`config.mk`:
```
export PLATFORM = sky130hd
export DESIGN_NAME = zmodem_hex_header_parser_top
export DESIGN_NICKNAME = d
export VERILOG_FILES = /design/src/rtl/zhhp_pkg.sv /design/src/rtl/zmodem_hex_header_parser_top.sv /design/src/rtl/zhhp_in_reg.sv /design/src/rtl/zhhp_core.sv /design/src/rtl/zhhp_out_reg.sv
export SDC_FILE = /design/constraint.sdc
export NUM_CORES = 1
export LEC_CHECK = 0
export BUFFER_PORTS_ARGS = -buffer_cell sky130_fd_sc_hd__buf_2
export CAP_MARGIN = 30
export CORE_MARGIN = 2
export CORE_UTILIZATION = 60
export DETAILED_ROUTE_END_ITERATION = 16
export PLACE_DENSITY = 0.84
export SLEW_MARGIN = 40
export SYNTH_ARGS = -nofsm -noshare
export SYNTH_HDL_FRONTEND = slang
export SYNTH_HIERARCHICAL = 1
export SYNTH_SLANG_ARGS = --single-unit
```
`constraint.sdc`:
```
create_clock -name i_clk -period 5.65 [get_ports i_clk]
set_input_delay 0.2825 -clock i_clk [delete_from_list [all_inputs] [get_ports i_clk]]
set_output_delay 0.2825 -clock i_clk [all_outputs]
set_load 0.01 [all_outputs]
```
`src/rtl/zhhp_pkg.sv`:
```
`timescale 1ns / 1ps
`default_nettype none

package zhhp_pkg;

    localparam logic [7:0]  PAD_CHAR   = 8'h2A;
    localparam logic [7:0]  ZDLE_CHAR  = 8'h18;
    localparam logic [7:0]  HEX_MARK   = 8'h42;
    localparam logic [15:0] CRC_POLY   = 16'h1021;
    localparam logic [3:0]  LAST_DIGIT = 4'd13;

    // result status codes
    localparam logic [1:0] ST_OK      = 2'd0;
    localparam logic [1:0] ST_CRC_ERR = 2'd1;
    localparam logic [1:0] ST_BAD_HEX = 2'd2;

    // byte index inside the hex body (pairs of digits)
    localparam logic [2:0] IDX_TYPE   = 3'd0;
    localparam logic [2:0] IDX_ARG0   = 3'd1;
    localparam logic [2:0] IDX_ARG1   = 3'd2;
    localparam logic [2:0] IDX_ARG2   = 3'd3;
    localparam logic [2:0] IDX_ARG3   = 3'd4;
    localparam logic [2:0] IDX_CRC_HI = 3'd5;

    typedef enum logic [3:0] {
        PH_HUNT   = 4'b0001,
        PH_PAD    = 4'b0010,
        PH_ZDLE   = 4'b0100,
        PH_DIGITS = 4'b1000
    } t_phase;

    typedef struct packed {
        logic       ok;
        logic [3:0] val;
    } t_hex;

    typedef struct packed {
        logic [1:0]  status;
        logic [31:0] header_arg;
        logic [7:0]  frame_type;
    } t_result;

    function automatic t_hex hex_value(input logic [7:0] c);
        t_hex h;
        h.ok  = 1'b1;
        h.val = 4'd0;
        if (c >= 8'h30 && c <= 8'h39) begin
            h.val = c[3:0];
        end else if ((c >= 8'h61 && c <= 8'h66) || (c >= 8'h41 && c <= 8'h46)) begin
            h.val = 4'(c[2:0] + 3'd1) + 4'd8;
        end else begin
            h.ok = 1'b0;
        end
        return h;
    endfunction

    function automatic logic [15:0] crc_byte(input logic [15:0] crc, input logic [7:0] b);
        logic [15:0] c;
        c = crc ^ {b, 8'h00};
        for (int k = 0; k < 8; k++) begin
            if (c[15]) begin
                c = {c[14:0], 1'b0} ^ CRC_POLY;
            end else begin
                c = {c[14:0], 1'b0};
            end
        end
        return c;
    endfunction

endpackage

`default_nettype wire

```
`src/rtl/zmodem_hex_header_parser_top.sv`:
```
// ZMODEM hex header receiver.
// Slave stream: one received serial byte per item in tdata[7:0].
// Master stream: one item per finished header: frame type, 32-bit argument
// (first received argument byte least significant) and a 2-bit status
// (0 ok, 1 CRC mismatch, 2 non-hex digit; type and argument are zero then).
// Bytes outside a header (line trailer, XON, noise) give no item.
// Data path: input register -> hex decode, byte-wise CRC-16 and header
// state update -> result register. A byte that completes or breaks a
// header waits in the input register; its result is captured in the
// result register when that byte moves on into the parser.
// Throughput is one byte per cycle while the master side does not stall;
// the single-pass CRC step per byte sets the critical path.
// When the master side stalls, the result register holds its item and
// the input register still takes one more byte; tready then drops until
// the result is taken. No byte moves on while a result waits.
// Synchronous active-low reset empties both registers and returns the
// parser to hunting for the pad character.
`timescale 1ns / 1ps
`default_nettype none

module zmodem_hex_header_parser_top (
    input  wire logic        i_clk,
    input  wire logic        i_rst_n,
    input  wire logic        i_s_axis_tvalid,
    output logic             o_s_axis_tready,
    input  wire logic [7:0]  i_s_axis_tdata,   // [7:0] rx_byte
    output logic             o_m_axis_tvalid,
    input  wire logic        i_m_axis_tready,
    output logic [47:0]      o_m_axis_tdata    // [7:0] frame_type, [39:8] header_arg,
                                               // [41:40] status, [47:42] zero
);

    logic              advance;
    logic              in_valid;
    logic [7:0]        in_byte;
    logic              fire;
    logic              res_valid;
    zhhp_pkg::t_result res;
    zhhp_pkg::t_result out_res;

    assign advance = !o_m_axis_tvalid || i_m_axis_tready;
    assign fire    = in_valid && advance;

    zhhp_in_reg u_in_reg (
        .i_clk     (i_clk),
        .i_rst_n   (i_rst_n),
        .i_valid   (i_s_axis_tvalid),
        .o_ready   (o_s_axis_tready),
        .i_byte    (i_s_axis_tdata),
        .i_advance (advance),
        .o_valid   (in_valid),
        .o_byte    (in_byte)
    );

    zhhp_core u_core (
        .i_clk       (i_clk),
        .i_rst_n     (i_rst_n),
        .i_fire      (fire),
        .i_byte      (in_byte),
        .o_res_valid (res_valid),
        .o_res       (res)
    );

    zhhp_out_reg u_out_reg (
        .i_clk       (i_clk),
        .i_rst_n     (i_rst_n),
        .i_advance   (advance),
        .i_res_valid (res_valid),
        .i_res       (res),
        .o_valid     (o_m_axis_tvalid),
        .o_res       (out_res)
    );

    assign o_m_axis_tdata = {6'd0, out_res.status, out_res.header_arg, out_res.frame_type};

endmodule

`default_nettype wire

```
`src/rtl/zhhp_in_reg.sv`:
```
`timescale 1ns / 1ps
`default_nettype none

module zhhp_in_reg (
    input  wire logic       i_clk,
    input  wire logic       i_rst_n,
    input  wire logic       i_valid,
    output logic            o_ready,
    input  wire logic [7:0] i_byte,
    input  wire logic       i_advance,
    output logic            o_valid,
    output logic [7:0]      o_byte
);

    logic       r_valid;
    logic [7:0] r_byte;

    // slot frees up when its item moves on into the parser
    assign o_ready = !r_valid || i_advance;

    always_ff @(posedge i_clk) begin
        if (!i_rst_n) begin
            r_valid <= 1'b0;
        end else if (o_ready) begin
            r_valid <= i_valid;
        end
    end

    always_ff @(posedge i_clk) begin
        if (o_ready && i_valid) begin
            r_byte <= i_byte;
        end
    end

    assign o_valid = r_valid;
    assign o_byte  = r_byte;

endmodule

`default_nettype wire

```
`src/rtl/zhhp_core.sv`:
```
`timescale 1ns / 1ps
`default_nettype none

module zhhp_core (
    input  wire logic       i_clk,
    input  wire logic       i_rst_n,
    input  wire logic       i_fire,
    input  wire logic [7:0] i_byte,
    output logic            o_res_valid,
    output zhhp_pkg::t_result o_res
);

    zhhp_pkg::t_phase r_phase, n_phase;
    logic [3:0]  r_count, n_count;
    logic [3:0]  r_high, n_high;
    logic [7:0]  r_type, n_type;
    logic [31:0] r_arg, n_arg;
    logic [15:0] r_crc, n_crc;
    logic [15:0] r_rx_crc, n_rx_crc;

    zhhp_pkg::t_hex hex;
    logic [7:0]     dbyte;
    logic [2:0]     idx;
    logic [15:0]    crc_upd;

    always_comb begin
        hex     = zhhp_pkg::hex_value(i_byte);
        dbyte   = {r_high, hex.val};
        idx     = r_count[3:1];
        crc_upd = zhhp_pkg::crc_byte(r_crc, dbyte);

        n_phase  = r_phase;
        n_count  = r_count;
        n_high   = r_high;
        n_type   = r_type;
        n_arg    = r_arg;
        n_crc    = r_crc;
        n_rx_crc = r_rx_crc;

        o_res_valid = 1'b0;
        o_res       = '0;

        if (r_phase != zhhp_pkg::PH_DIGITS) begin
            if (i_byte == zhhp_pkg::PAD_CHAR) begin
                n_phase = zhhp_pkg::PH_PAD;
            end else if (r_phase == zhhp_pkg::PH_PAD && i_byte == zhhp_pkg::ZDLE_CHAR) begin
                n_phase = zhhp_pkg::PH_ZDLE;
            end else if (r_phase == zhhp_pkg::PH_ZDLE && i_byte == zhhp_pkg::HEX_MARK) begin
                n_phase  = zhhp_pkg::PH_DIGITS;
                n_count  = '0;
                n_high   = '0;
                n_type   = '0;
                n_arg    = '0;
                n_crc    = '0;
                n_rx_crc = '0;
            end else begin
                n_phase = zhhp_pkg::PH_HUNT;
            end
        end else if (!hex.ok) begin
            // bad digit ends the header; a pad here starts the next one
            n_phase = (i_byte == zhhp_pkg::PAD_CHAR) ? zhhp_pkg::PH_PAD : zhhp_pkg::PH_HUNT;
            n_count = '0;
            o_res_valid   = 1'b1;
            o_res.status  = zhhp_pkg::ST_BAD_HEX;
        end else if (!r_count[0]) begin
            n_high  = hex.val;
            n_count = r_count + 4'd1;
        end else begin
            unique case (idx)
                zhhp_pkg::IDX_TYPE: begin
                    n_type = dbyte;
                    n_crc  = crc_upd;
                end
                zhhp_pkg::IDX_ARG0: begin
                    n_arg[7:0] = r_arg[7:0] | dbyte;
                    n_crc      = crc_upd;
                end
                zhhp_pkg::IDX_ARG1: begin
                    n_arg[15:8] = r_arg[15:8] | dbyte;
                    n_crc       = crc_upd;
                end
                zhhp_pkg::IDX_ARG2: begin
                    n_arg[23:16] = r_arg[23:16] | dbyte;
                    n_crc        = crc_upd;
                end
                zhhp_pkg::IDX_ARG3: begin
                    n_arg[31:24] = r_arg[31:24] | dbyte;
                    n_crc        = crc_upd;
                end
                zhhp_pkg::IDX_CRC_HI: begin
                    n_rx_crc = {dbyte, 8'h00};
                end
                default: begin
                    n_rx_crc = r_rx_crc | {8'h00, dbyte};
                end
            endcase

            if (r_count >= zhhp_pkg::LAST_DIGIT) begin
                n_phase = zhhp_pkg::PH_HUNT;
                n_count = '0;
                o_res_valid      = 1'b1;
                o_res.frame_type = n_type;
                o_res.header_arg = n_arg;
                o_res.status     = (n_rx_crc == n_crc) ? zhhp_pkg::ST_OK
                                                       : zhhp_pkg::ST_CRC_ERR;
            end else begin
                n_count = r_count + 4'd1;
            end
        end

        if (!i_fire) begin
            o_res_valid = 1'b0;
        end
    end

    always_ff @(posedge i_clk) begin
        if (!i_rst_n) begin
            r_phase <= zhhp_pkg::PH_HUNT;
            r_count <= '0;
        end else if (i_fire) begin
            r_phase <= n_phase;
            r_count <= n_count;
        end
    end

    always_ff @(posedge i_clk) begin
        if (i_fire) begin
            r_high   <= n_high;
            r_type   <= n_type;
            r_arg    <= n_arg;
            r_crc    <= n_crc;
            r_rx_crc <= n_rx_crc;
        end
    end

endmodule

`default_nettype wire

```
`src/rtl/zhhp_out_reg.sv`:
```
`timescale 1ns / 1ps
`default_nettype none

module zhhp_out_reg (
    input  wire logic              i_clk,
    input  wire logic              i_rst_n,
    input  wire logic              i_advance,
    input  wire logic              i_res_valid,
    input  wire zhhp_pkg::t_result i_res,
    output logic                   o_valid,
    output zhhp_pkg::t_result      o_res
);

    logic              r_valid;
    zhhp_pkg::t_result r_res;

    always_ff @(posedge i_clk) begin
        if (!i_rst_n) begin
            r_valid <= 1'b0;
        end else if (i_advance) begin
            r_valid <= i_res_valid;
        end
    end

    always_ff @(posedge i_clk) begin
        if (i_advance && i_res_valid) begin
            r_res <= i_res;
        end
    end

    assign o_valid = r_valid;
    assign o_res   = r_res;

endmodule

`default_nettype wire
```
==> run summary, run 1 <==
result of the run: finished clean
biggest area contributors in the synthesized netlist: edfxtp_1 56%, nor2_1 7.5%, a21oi_1 4.3%
Post-Route WL: 15370 um
Via-to-Cell Ratio: 6.092
internal power: 1.657 mW
count of nets after finishing: 677
floorplan row count: 38
sequential cell area fraction in the yosys report: 59.13%
Via Count: 4941
Post-CTS Hold Fix Bufs: 9
share of Yosys cell area claimed by the top area cell type: 56.16%
proportion of layout cells with a drive suffix above 1: 17.14%
crit path kind: flop to flop
H-tree depth reported by CTS: 4
Worst Path Max Fanout: 11
CTS tree: yes
critical-path cell list: inv_1, ha_1, nor3b_1, a311o_4, a21oi_2, xnor3_1, xor2_1, a32oi_1, or4_1, o31a_1
Final Hold Vio Count: 0
cell type of the slowest stage on the worst timing path: a21oi_2
Combinational Power Share: 3.0%
largest net degree at the start of global routing: 70
Wirelength per Cell: 18.96 um
HPWL after detailed placement: 9769 um
cell type with the largest total area after synthesis: edfxtp_1
global-route wire length before repair: 24360 um
skew final: 0.007677 ns
sequential cell area: 3984 um^2
clock latency on the worst-skew pair: 0.53 ns
portion of total power attributed to sequential cells: 51.6%
count of pins over their slew limit: 0
max-capacitance violation count: 0
fin crit share: 68.58%
share of synthesized flip-flops with an asynchronous set or reset: 0%
number of buffers added by the clock tree synthesis step: 17
endpoints failing setup: 0
combined buffer and inverter count along the critical path: 1
Leakage Power: 2.813 nW
Clock Power Share: 45.4%
number of fill cells in the layout: 707
most numerous cell in the Yosys netlist: nor2_1
critical path arrival: 4.15 ns
GRT overflow: 0
routability congestion estimate from global placement: 0.8900
multiplexer area fraction after synthesis: 2.433%
diodes inserted: 0
post-cts resize count: 0
compound-cell area share of the yosys netlist: 10.62%
Hold WC Path Type: input pin to flop
area taken by multi-input logic gates: 2572 um^2
count of antenna-violating nets left after detailed routing: 0
Mapped Area: 6738 um^2
clock-pin slew reported for the worst setup and hold paths after clock tree synthesis: 0.06 ns
Port-buffer cells: 55
post-synthesis xor/xnor area fraction: 7.447%
shortest clock period the worst path allows after layout: 3.875 ns
synthesized area per cell: 11.21 um^2
DRC violation count after routing: 0
required arrival time at the worst endpoint: 5.93 ns
accumulated negative setup slack: 0 ns
number of enable flip-flop cells after synthesis: 126
Critical Path Start Type: flop
Relative slew margins: 50.30%
CP endpoint kind: flop
switching power: 471.4 uW
Clock Path Buffers: 2
die boundary width: 110.0 um
initial antenna violation count: 0
Synth Area in Simple Gates: 15.49%
Post-Route Utilization: 71.01%
IO Count: 62
largest voltage drop on the vdd net: 0.1612 mV
CP delay by family, top: compound AO/OA/AOI/OAI gates
CTS sink cnt: 136
vias in the first global route: 4770
top cell types by occurrence after synthesis: 134 x nor2_1, 126 x edfxtp_1, 58 x a21oi_1
peak per-stage delay on the critical path: 0.57 ns
count of different cell masters after synthesis: 68
area enclosed by the die boundary: 12090 um^2
total global routing track utilization: 26.81%
share of synthesized cell area in full adder, half adder and majority cells: 1.300%
Cell Pwr Density: 275.3 nW/um^2
unrepaired setup endpoints after global routing: no
register bit total from synthesis: 136
main flop type after synthesis: edfxtp_1
die height: 110.0 um
CTS Root Cell: clkbuf_8
final hold slack: 0.05877 ns
Max Freq: 0.2581 GHz
DRT Pass-1 Iters: 5
area grow syn2layout: 14.74%
count of routing violations after the opening detailed-route iteration: 590
instance count of the mapped netlist: 601
dominant combinational cell family by area after synthesis: simple AND/OR/NAND/NOR gates
setup repair bufs after CTS: 0
core footprint: 10890 um^2
starting density of the core: 61.88%
transition time of the tightest slew-check pin: 0.7456 ns
synthesis warning total: 6
switching part of the total power: 22.15%
## metrics by stage
| step | std cells | area (um^2) | setup WS (ns) | power (mW) |
|---|---|---|---|---|
| 2_1_floorplan | 606 | 6756 | 0.5428 | 1.164 |
| 3_5_place_dp | 770 | 7119 | 1.865 | 1.177 |
| 5_1_grt | 811 | 7731 | 1.636 | 2.182 |
| 3_3_place_gp | 769 | 7073 | 1.967 | 1.174 |
| 4_1_cts | 811 | 7726 | 1.811 | 2.137 |
| 6_report | 811 | 7731 | 1.775 | 2.128 |
## routing by layer
layer | vias to the layer above | wire length [um] | global-route usage [%]
met5 | - | 0 | 0
met4 | 0 | 474 | 11.57
met3 | 46 | 1255 | 7.113
met2 | 258 | 7611 | 42.68
met1 | 2398 | 6031 | 34.80
li1 | 2239 | - | -
## cell usage in the layout (no fill, tap or decap), types with 3 or more instances in the layout
cell type	n
buf_2	55
mux2i_1	15
inv_1	10
and2_4	3
nor3_2	4
nor2_1	133
a21oi_1	58
nand3_1	7
o21ai_1	3
edfxtp_1	126
clkinv_1	3
dfxtp_1	10
dlygate4sd3_1	9
a21boi_0	3
nand2_1	40
xnor2_1	30
and3_1	3
xor2_1	15
nor3_1	4
nor2b_1	5
buf_4	7
clkinv_2	3
ha_1	7
xnor3_1	3
clkbuf_16	16
conb_1	6
o21ai_0	17
o211ai_1	3
or4_1	3
and2_1	4
clkinvlp_4	4
## power by group through the flow
stage | sequential [mW] | clock [mW] | combinational (mW)
after floorplan | 1.12 | 0 | 0.0481
after global placement | 1.12 | 0 | 0.0557
after detailed placement | 1.12 | 0 | 0.0578
after CTS | 1.10 | 0.975 | 0.0633
after global routing | 1.10 | 1.01 | 0.0697
final | 1.10 | 0.966 | 0.0643
## final cells by class
| class | instances | share of cell area [%] |
|---|---|---|
| Clock buffer | 17 | 5.357 |
| Clock inverter | 15 | 1.327 |
| Inverter | 10 | 0.4855 |
| Multi-Input combinational cell | 421 | 33.27 |
| Sequential cell | 136 | 51.53 |
| Tap cell | 140 | 2.266 |
| Timing Repair Buffer | 72 | 5.761 |
## registers in the layout (all words and copies together), names as in the netlist
name / flops
u_out_reg/o_res: 42
u_core/r_arg: 32
u_core/r_crc: 16
u_core/r_rx_crc: 16
u_core/r_type: 8
u_in_reg/o_byte: 8
u_core/r_count: 4
u_core/r_high: 4
u_core/r_phase: 4
u_in_reg/o_valid: 1
u_out_reg/o_valid: 1
## kinds of logic after synthesis
group	count (synthesis)
flops	136
xor+xnor	50
other cells	1
compound gates	114
fa+ha+maj	7
mux	16
simple gates	228
buf+inv	49
## path summary, 6_finish.rpt
kind	startpoint	cells after the start	slack, ns	endpoint
worst max-delay path	u_in_reg/o_byte[0]	10	1.78	u_out_reg/o_res[40]
worst max register to register	u_in_reg/o_byte[0]	10	1.78	u_out_reg/o_res[40]
worst min register to register	u_in_reg/o_valid	2	0.50	u_in_reg/o_valid
worst min-delay path	i_rst_n	2	0.06	u_core/r_phase[0]
No activity file was read; power rests on OpenSTA's default activity.
==> inputs of run 2 (changes only) <==
Settings changed: CORE_UTILIZATION 60 to 54, PLACE_DENSITY 0.84 to 0.8.
Clock period 5.65 ns to 3.4 ns, I/O delays scaled along.
==> run 2 against run 1 <==
Wire length rose by 8.9%. Cell area rose by 7.0%. Combinational power rose by 150%. Maximum frequency rose by 14%. Sequential share of layout area fell by 3.4 points.
==> run summary, run 2 (synthesis gave the netlist of run 1 again) <==
shortest clock period the worst path allows after layout: 3.391 ns
starting density of the core: 55.63%
Via Count: 5033
number of buffers added by the clock tree synthesis step: 17
CTS tree: yes
launch point of the worst reg-to-reg path: u_in_reg/o_byte[0]
commonest cells after routing, fill and taps aside: 131 x nor2_1, 126 x edfxtp_1, 57 x a21oi_1, 55 x buf_2, 50 x buf_4
floorplan row count: 40
count of pins over their slew limit: 0
Final Hold Vio Count: 0
fin crit share: 99.73%
area grow syn2layout: 22.80%
capture point of the worst path: u_out_reg/o_res[40]
clock latency on the worst-skew pair: 0.42 ns
Hold WC Path Type: input pin to flop
launching element of the worst setup path: u_in_reg/o_byte[0]
CTS sink cnt: 136
vias in the first global route: 4900
Worst Path Max Fanout: 7
cell count of the worst reg-to-reg path: 12
Wirelength per Cell: 18.93 um
final worst-path setup slack: 0.009220 ns
die height: 115.7 um
pre-CTS WS: -0.1309 ns
Reg2Reg Capture Point: u_out_reg/o_res[40]
total global routing track utilization: 25.35%
CTS Root Cell: clkbuf_16
die boundary width: 115.7 um
Port-buffer cells: 55
largest net degree at the start of global routing: 73
count of nets after finishing: 722
final std cells w/o fill: 884
standard cell area after detailed placement: 7395 um^2
Relative slew margins: 51.55%
result of the run: finished clean
core footprint: 12110 um^2
register-to-register setup slack: 0.009 ns
transition time of the tightest slew-check pin: 0.7219 ns
DRT Pass-1 Iters: 5
count of antenna-violating nets left after detailed routing: 0
endpoints failing setup: 0
largest voltage drop on the vdd net: 0.3162 mV
Critical Path Start Type: flop
GRT overflow: 0
max-capacitance violation count: 0
clock-pin slew reported for the worst setup and hold paths after clock tree synthesis: 0.06 ns
H-tree depth reported by CTS: 4
crit path kind: flop to flop
required arrival time at the worst endpoint: 3.57 ns
most common cell after layout, fill and taps aside: nor2_1
proportion of layout cells with a drive suffix above 1: 25.00%
finished layout cell area: 8274 um^2
IO Count: 62
cell count after placement: 833
skew final: 0.008783 ns
routability congestion estimate from global placement: 0.9328
global-route wire length before repair: 25320 um
Max Freq: 0.2949 GHz
CP endpoint kind: flop
Clock Path Buffers: 2
Cell Pwr Density: 453.6 nW/um^2
count of routing violations after the opening detailed-route iteration: 519
area enclosed by the die boundary: 13390 um^2
diodes inserted: 0
Via-to-Cell Ratio: 5.693
DRC violation count after routing: 0
HPWL after detailed placement: 10500 um
initial antenna violation count: 0
critical path arrival: 3.56 ns
Post-Route WL: 16730 um
flip-flop count of the largest register, all copies and words added: 42
Leakage Power: 3.109 nW
[run 2: changes by cell type in the layout (fill, tap and decap cells not counted), sizes merged]
| cell | change |
|---|---|
| inv | -2 |
| buf | +45 |
| clkinv | +1 |
| clkbuf | +2 |
| bufinv | +2 |
| clkinvlp | -3 |
[run 2: metal layers]
metal | vias up | global-route usage [%] | wire [um]
met1 | 2464 | 33.76 | 7080
met5 | - | 0 | 0
li1 | 2323 | - | -
met3 | 23 | 6.538 | 1035
met2 | 223 | 41.33 | 8352
met4 | 0 | 7.619 | 266
[run 2: repair_timing]
action | 4_1_cts | 5_1_grt
gates resized for setup | 4 | 23
pin swaps | 3 | 14
setup endpoints to repair | 1 | 1
hold buffers | 9 | 0
hold endpoints to repair | 9 | 0
setup buffers | 4 | 7
cloned | 0 | 0
[run 2: final cells by class]
class | count | area [um^2]
inverters | 10 | 37.54
clock inverters | 13 | 132.6
fillers | 858 | 3837
flip-flops and latches | 136 | 3984
well taps | 168 | 210.2
repair buffers | 117 | 783.3
clock buffers | 19 | 432.9
multi-input cells | 421 | 2694
[run 2: worst min path at each step]
stage	to	cells after the start	from	slack (ns)
detailed placement	u_in_reg/o_byte[5]	1	i_s_axis_tdata[5]	0.35
global placement	u_in_reg/o_byte[5]	1	i_s_axis_tdata[5]	0.35
global route	u_core/r_phase[0]	2	i_rst_n	0.05
floorplan	u_core/r_phase[0]	1	i_rst_n	0.26
finish	u_core/r_phase[0]	2	i_rst_n	0.04
CTS	u_core/r_phase[0]	2	i_rst_n	0.02
[run 2: per-stage QoR]
step	utilization (%)	setup TNS, ns	hold slack, ns	power [mW]
after global routing	68.32	-0.09093	0.04681	3.844
after floorplan	-	0	0.2613	1.934
after global placement	60.97	-0.07540	0.3467	1.970
final	68.32	0	0.04359	3.753
after CTS	66.82	0	0.02297	3.739
after detailed placement	61.05	-0.1309	0.3485	1.975
[run 2: critical path, stage by stage, from the launching register on]
cell and delay, ns:
edfxtp_1 0.50, inv_2 0.14, ha_4 0.16, nand2b_1 0.10, a22oi_2 0.25, o2bb2ai_4 0.12
buf_4 0.17, or4_1 0.49, a21oi_2 0.15, o211a_1 0.18, o21ai_1 0.05, or4_1 0.51
o31a_1 0.30
[run 2: power by group]
group / switching, mW / total (mW) / internal, mW
logic: 0.0794 / 0.160 / 0.0807
clock network: 0.696 / 1.77 / 1.07
registers: 0.0112 / 1.82 / 1.81
total: 0.786 / 3.75 / 2.97
